## src/rtl/nsa_pkg.sv

```systemverilog
`timescale 1ns / 1ps

package nsa_pkg;

  localparam int NumStates      = 16;
  localparam int MaxTransitions = 64;
  localparam int StateW         = 4;
  localparam int SetW           = 16;
  localparam int SymW           = 8;
  localparam int ActW           = 2;
  localparam int StateLimit     = (NumStates < SetW) ? NumStates : SetW;

  localparam logic [ActW-1:0] ActAdd    = 2'd0;
  localparam logic [ActW-1:0] ActSymbol = 2'd1;
  localparam logic [ActW-1:0] ActClear  = 2'd2;

  localparam logic [SymW-1:0] EmptyMark = 8'h2D;

  typedef struct packed {
    logic [StateW-1:0] src;
    logic [SymW-1:0]   sym;
    logic [StateW-1:0] dst;
  } entry_t;

  typedef struct packed {
    logic            clear;
    logic            step;
    logic [SymW-1:0] sym;
  } follow_ctrl_t;

endpackage

```

## src/rtl/nsa_trans_ram.sv

```systemverilog
`timescale 1ns / 1ps

module nsa_trans_ram #(
  parameter int Depth = nsa_pkg::MaxTransitions,
  parameter int AddrW = (Depth > 1) ? $clog2(Depth) : 1
) (
  input  logic                clk_i,
  input  logic                rst_ni,
  input  logic                we_i,
  input  logic [AddrW-1:0]    waddr_i,
  input  nsa_pkg::entry_t     wdata_i,
  input  logic                re_i,
  input  logic [AddrW-1:0]    raddr_i,
  output nsa_pkg::entry_t     rdata_o,
  output logic                rvalid_o
);

  nsa_pkg::entry_t mem_q [Depth];
  nsa_pkg::entry_t rdata_q;
  logic            rvalid_q;

  always_ff @(posedge clk_i) begin
    if (we_i) begin
      mem_q[waddr_i] <= wdata_i;
    end
    if (re_i) begin
      rdata_q <= mem_q[raddr_i];
    end
  end

  always_ff @(posedge clk_i or negedge rst_ni) begin
    if (!rst_ni) begin
      rvalid_q <= 1'b0;
    end else begin
      rvalid_q <= re_i;
    end
  end

  assign rdata_o  = rdata_q;
  assign rvalid_o = rvalid_q;

endmodule

```

## src/rtl/nsa_follow_unit.sv

```systemverilog
`timescale 1ns / 1ps

module nsa_follow_unit (
  input  logic                       clk_i,
  input  nsa_pkg::follow_ctrl_t      ctrl_i,
  input  logic [nsa_pkg::SetW-1:0]   set_i,
  input  nsa_pkg::entry_t            entry_i,
  output logic [nsa_pkg::SetW-1:0]   next_set_o
);

  logic [nsa_pkg::SetW-1:0] acc_q;
  logic [nsa_pkg::SetW-1:0] acc_d;
  logic                     hit;

  assign hit = ctrl_i.step && (entry_i.sym == ctrl_i.sym) && set_i[entry_i.src];

  always_comb begin
    acc_d = acc_q;
    if (ctrl_i.clear) begin
      acc_d = '0;
    end else if (hit) begin
      acc_d = acc_q | (nsa_pkg::SetW'(1) << entry_i.dst);
    end
  end

  always_ff @(posedge clk_i) begin
    acc_q <= acc_d;
  end

  assign next_set_o = acc_q;

endmodule

```

## src/rtl/nfa_string_acceptor_unit.sv

```systemverilog
// Add, clear and unknown items leave the block in idle, so it stays ready for the next item.
// A symbol item passes the scan state, which reads the table one entry per cycle and then
// takes in the last read, then the drain state and the apply state, which applies the result.
// An empty-string marker skips to apply; a string end waits while a result is unread.
// Reset clears the table fill count, sets the active set to state 0 and the mask to 0;
// table contents are undefined until written.
`timescale 1ns / 1ps

module nfa_string_acceptor_unit #(
  parameter int MAX_TRANSITIONS = nsa_pkg::MaxTransitions
) (
  input  logic                        clk_i,
  input  logic                        rst_ni,
  input  logic                        in_valid_i,
  output logic                        in_ready_o,
  input  logic [nsa_pkg::ActW-1:0]    action_i,
  input  logic [nsa_pkg::StateW-1:0]  source_state_i,
  input  logic [nsa_pkg::StateW-1:0]  dest_state_i,
  input  logic [nsa_pkg::SymW-1:0]    symbol_i,
  input  logic                        last_symbol_i,
  output logic                        out_valid_o,
  input  logic                        out_ready_i,
  output logic                        accepted_o,
  input  logic                        cfg_valid_i,
  output logic                        cfg_ready_o,
  input  logic [nsa_pkg::SetW-1:0]    accepting_mask_i
);

  localparam int AddrW  = (MAX_TRANSITIONS > 1) ? $clog2(MAX_TRANSITIONS) : 1;
  localparam int CountW = $clog2(MAX_TRANSITIONS + 1);
  localparam logic [CountW-1:0] CountMax = CountW'(MAX_TRANSITIONS);

  typedef enum logic [1:0] {
    StIdle,
    StScan,
    StDrain,
    StApply
  } state_e;

  state_e                     state_q;
  logic [CountW-1:0]          count_q;
  logic [CountW-1:0]          idx_q;
  logic [nsa_pkg::SetW-1:0]   active_q;
  logic [nsa_pkg::SetW-1:0]   mask_q;
  logic [nsa_pkg::SymW-1:0]   sym_q;
  logic                       last_q;
  logic                       skip_q;
  logic                       out_valid_q;
  logic                       accepted_q;

  logic                       in_fire;
  logic                       add_ok;
  logic                       we;
  logic                       re;
  logic                       out_free;
  logic                       is_marker;
  nsa_pkg::entry_t            wdata;
  nsa_pkg::entry_t            rdata;
  logic                       rvalid;
  nsa_pkg::follow_ctrl_t      fctrl;
  logic [nsa_pkg::SetW-1:0]   next_set;
  logic [nsa_pkg::SetW-1:0]   final_set;

  assign in_ready_o  = (state_q == StIdle);
  assign cfg_ready_o = 1'b1;
  assign in_fire     = in_valid_i && in_ready_o;
  assign out_free    = !out_valid_q || out_ready_i;
  assign is_marker   = last_symbol_i && (symbol_i == nsa_pkg::EmptyMark);

  assign add_ok = (count_q < CountMax)
               && (int'(source_state_i) < nsa_pkg::StateLimit)
               && (int'(dest_state_i) < nsa_pkg::StateLimit);
  assign we     = in_fire && (action_i == nsa_pkg::ActAdd) && add_ok;
  assign re     = (state_q == StScan) && (idx_q < count_q);

  assign wdata.src = source_state_i;
  assign wdata.sym = symbol_i;
  assign wdata.dst = dest_state_i;

  assign fctrl.clear = in_fire && (action_i == nsa_pkg::ActSymbol);
  assign fctrl.step  = rvalid;
  assign fctrl.sym   = sym_q;

  assign final_set = skip_q ? active_q : next_set;

  nsa_trans_ram #(
    .Depth (MAX_TRANSITIONS),
    .AddrW (AddrW)
  ) u_ram (
    .clk_i    (clk_i),
    .rst_ni   (rst_ni),
    .we_i     (we),
    .waddr_i  (count_q[AddrW-1:0]),
    .wdata_i  (wdata),
    .re_i     (re),
    .raddr_i  (idx_q[AddrW-1:0]),
    .rdata_o  (rdata),
    .rvalid_o (rvalid)
  );

  nsa_follow_unit u_follow (
    .clk_i      (clk_i),
    .ctrl_i     (fctrl),
    .set_i      (active_q),
    .entry_i    (rdata),
    .next_set_o (next_set)
  );

  always_ff @(posedge clk_i or negedge rst_ni) begin
    if (!rst_ni) begin
      state_q     <= StIdle;
      count_q     <= '0;
      idx_q       <= '0;
      active_q    <= nsa_pkg::SetW'(1);
      mask_q      <= '0;
      sym_q       <= '0;
      last_q      <= 1'b0;
      skip_q      <= 1'b0;
      out_valid_q <= 1'b0;
      accepted_q  <= 1'b0;
    end else begin
      if (cfg_valid_i) begin
        mask_q <= accepting_mask_i;
      end
      if (out_valid_q && out_ready_i && !(state_q == StApply && last_q)) begin
        out_valid_q <= 1'b0;
      end
      case (state_q)
        StIdle: begin
          if (in_fire) begin
            case (action_i)
              nsa_pkg::ActAdd: begin
                if (add_ok) begin
                  count_q <= count_q + CountW'(1);
                end
              end
              nsa_pkg::ActClear: begin
                count_q <= '0;
              end
              nsa_pkg::ActSymbol: begin
                sym_q  <= symbol_i;
                last_q <= last_symbol_i;
                skip_q <= is_marker;
                idx_q  <= '0;
                state_q <= is_marker ? StApply : StScan;
              end
              default: begin
              end
            endcase
          end
        end
        StScan: begin
          if (idx_q < count_q) begin
            idx_q <= idx_q + CountW'(1);
          end else begin
            state_q <= StDrain;
          end
        end
        StDrain: begin
          state_q <= StApply;
        end
        StApply: begin
          if (!last_q) begin
            active_q <= final_set;
            state_q  <= StIdle;
          end else if (out_free) begin
            out_valid_q <= 1'b1;
            accepted_q  <= |(final_set & mask_q);
            active_q    <= nsa_pkg::SetW'(1);
            state_q     <= StIdle;
          end
        end
        default: begin
          state_q <= StIdle;
        end
      endcase
    end
  end

  assign out_valid_o = out_valid_q;
  assign accepted_o  = accepted_q;

endmodule

```

## config.mk

```make
export PLATFORM = sky130hd
export DESIGN_NAME = nfa_string_acceptor_unit
export DESIGN_NICKNAME = d
export VERILOG_FILES = /design/src/rtl/nsa_pkg.sv /design/src/rtl/nsa_trans_ram.sv /design/src/rtl/nsa_follow_unit.sv /design/src/rtl/nfa_string_acceptor_unit.sv
export SDC_FILE = /design/constraint.sdc
export NUM_CORES = 1
export LEC_CHECK = 0
export ABC_AREA = 1
export BUFFER_PORTS_ARGS = -buffer_cell sky130_fd_sc_hd__buf_2
export CAP_MARGIN = 20
export CORE_ASPECT_RATIO = 1.2
export CORE_MARGIN = 2
export CORE_UTILIZATION = 30
export CTS_BUF_LIST = sky130_fd_sc_hd__clkbuf_8
export DETAILED_ROUTE_END_ITERATION = 8
export MAX_ROUTING_LAYER = met4
export PLACE_DENSITY = 0.49
export SLEW_MARGIN = 25
export SYNTH_ARGS = -nofsm -noshare
export SYNTH_HDL_FRONTEND = slang
export SYNTH_SLANG_ARGS = --single-unit
```

## constraint.sdc

```tcl
create_clock -name clk_i -period 3.59 [get_ports clk_i]
set_input_delay 0 -clock clk_i [delete_from_list [all_inputs] [get_ports clk_i]]
set_output_delay 0 -clock clk_i [all_outputs]
set_load 0.01 [all_outputs]
```

==> impl_metrics.toml <==
[timing]
setup_tns_ns = 0
report.final.slew_viol_count = 0
slew_headroom_pct = 28.8
fin_crit_ns = 3.19
setup_viol = 0
finalHoldViolCount = 0
whs_ns = 0.106
skew_ns = 0.0525
fin_crit_sh_pct = 88.8
rsz0062_at_grt = "false"
fmax_mhz = 314
worst_pin_slew_ns = 1.07

[worst_setup_path]
rrSetupSlack_ns = 0.40
critical_path_class = "reg2reg"
path_cells = "inv_1 -> ha_1 -> inv_1 -> nor2_2 -> buf_4 -> nand2_1 -> dlygate4sd3_1 -> o21ai_0 -> dlygate4sd3_1"
rr_worst_depth = 9
endpoint_kind = "flop"
cp-start-kind = "flop"
path_buf_inv = 5
r2r_end = "last_q$_DFFE_PN0P_"
cp_top_family = "buffers and inverters"
crit_required_ns = 4.41
r2r-start = "state_q[1]$_DFFE_PN0P_"
worst_path_max_delay_cell = "nor2_2"
path_max_fanout = 22
worst_path_largest_cell_delay_ns = 0.70
worst_ep_arrival_time_ns = 4.01

[clock_network]
cts_root_buffer = "clkbuf_8"
numCtsBuffers = 177
clk_path_buf_depth = 3
tritoncts = "done"
cts_num_sinks = 1117
hold_buffers = 89
htree_num_levels = 4
clk_latency_ns = 0.92
cts_setup_buffers = 0
clk_pin_slew_ns = 0.07
cts_resized = 0

[drt]
wl_per_cell_um = 21.7
drt_iter0_markers = 3044
vias = 31300
totalWireLength_um = 143000
dr.pass1.iters = 6
drc = 0
final_antenna_net_count = 0
vias_per_cell = 4.75

[grt]
grt_pass1_vias = 30300
grt_first_pass_wirelength_um = 209000
grt_use_total_pct = 18.4
grt_start_max_net_pins = 117
overflow = 0
antenna_found_initial = 3

[logic_synthesis]
syn_nets = 4271
ys_types = 41
netlist_instances = 4218
synth-seq-area-share_pct = 71.2
syn-cell-area_um2 = 46400
synth-seq-cells = 1117
avgSynthCellArea_um2 = 11.0
synth-edff-count = 1040
async_flop_share_pct = 5.46
yosys_warnings = 0
synth_flop_cell = "edfxtp_1"

[floorplanning]
die-area_um2 = 158000
boundaryPins = 44
die_w_um = 363
initial_core_util_pct = 30.1
coreArea_um2 = 154000
rows = 158
die_h_um = 435

[worst_hold_path]
min_from = "last_symbol_i"
holdPathEnd = "state_q[1]$_DFFE_PN0P_"
hold_class = "in2reg"
holdPathStages = 4

[layout]
final_common_cell = "nand2_1"
final_cell_mix = "nand2_1, edfxtp_1, nor2_1"
seq_area_um2 = 33100
multi_input_area_um2 = 11500
layout-drive-gt1-share_pct = 9.75
nNetsFinal = 4515
syn_to_final_growth_pct = 15.2
num-fill-cells = 15400

[placement]
place_congestion = 0.857
port_buffers = 42
dp_hpwl_um = 85200

[status]
status = "completed"

[power_and_ir_drop]
p_leak_nw = 20.0
power_density_nw_per_um2 = 617
peakVddDrop_v = 0.000413

[job]
max_cap_viol_count = 0
-- worst register-to-register path, cell delays in order, from the launching register on --
cell and delay (ns):
dfrtp_1 0.42, inv_1 0.12, ha_1 0.26, inv_1 0.08
nor2_2 0.70, buf_4 0.30, nand2_1 0.05, dlygate4sd3_1 0.54
o21ai_0 0.09, dlygate4sd3_1 0.57
-- layer usage --
metal | part of all wire (%) | vias to the layer above | wire [um] | track usage (%)
li1 | - | 14900 | - | -
met3 | 4.6 | 179 | 6610 | 2.42
met1 | 43 | 15400 | 61600 | 23.5
met2 | 50 | 868 | 71500 | 30.6
met4 | 2.3 | 0 | 3280 | 5.21
met5 | 0 | - | 0 | -
-- cell usage after synthesis, types with 26 or more instances --
cell	instances	area (um^2)
buf_2	95	475
buf_1	26	97.6
inv_1	163	612
o21ai_0	278	1390
dfrtp_1	60	1500
o211ai_1	52	390
buf_4	34	255
clkbuf_1	65	244
edfxtp_1	1040	31200
nand2_1	1303	4890
o21ai_1	67	335
a21oi_1	59	295
nand3_1	292	1460
nor2_1	554	2080
-- layout make-up --
cell class,instances,area share [%]
clock inverter,132,1.17
clock buffer,181,4.66
antenna,2,0.00935
inverter,186,1.33
tap,2000,4.68
multi-input combinational,2688,21.6
sequential,1117,61.8
timing repair buffer,292,4.75
-- per-stage QoR --
step	std cells	setup slack (ns)	cell area [um^2]	total power [mW]	util, %
3_5_place_dp	6194	0.719	49500	23.4	32.1
2_1_floorplan	4218	0.814	46400	20.3	-
4_1_cts	6596	0.454	53500	33.4	34.7
3_3_place_gp	6193	0.735	49500	23.4	32.1
5_1_grt	6598	0.213	53500	34.7	34.7
6_report	6598	0.402	53500	33.0	34.7
-- worst max path at each step --
stage	from	to	slack [ns]	depth (start not counted)
6_report	state_q[1]$_DFFE_PN0P_	last_q$_DFFE_PN0P_	0.40	9
5_1_grt	state_q[0]$_DFFE_PN0P_	last_q$_DFFE_PN0P_	0.21	9
4_1_cts	state_q[1]$_DFFE_PN0P_	last_q$_DFFE_PN0P_	0.45	9
3_5_place_dp	idx_q[0]$_DFFE_PN0P_	u_ram.rdata_o[4]$_DFFE_PP_	0.72	14
3_3_place_gp	idx_q[0]$_DFFE_PN0P_	u_ram.rdata_o[4]$_DFFE_PP_	0.73	14
2_1_floorplan	state_q[0]$_DFFE_PN0P_	u_ram.mem_q[15][0]$_DFFE_PP_	0.81	8
-- registers in the layout, indices dropped and copies added (netlist names) --
name                 count
active_q                16
out_valid_o              1
count_q                  7
u_follow.next_set_o     16
accepted_o               1
last_q                   1
sym_q                    8
state_q                  2
mask_q                  16
idx_q                    7
u_ram.rvalid_o           1
skip_q                   1
u_ram.mem_q           1024
u_ram.rdata_o           16
-- where the power goes --
| group | internal (mW) | leakage, nW | total [mW] | switching [mW] |
|---|---|---|---|---|
| clock | 4.76 | 1.84 | 9.89 | 5.13 |
| combinational | 2.26 | 7.86 | 8.08 | 5.82 |
| sequential | 14.7 | 10.3 | 15.0 | 0.386 |
| total | 21.7 | 20.0 | 33.0 | 11.3 |
-- cell families after synthesis --
group	after synthesis	synth area share (%)
xor+xnor	8	0.151
fa+ha+maj	13	0.350
other cells	1	0.00807
mux	7	0.170
buf+inv	413	3.98
flops	1117	71.2
simple gates	2179	18.6
compound gates	480	5.57
(Power assumes the default switching activity.)
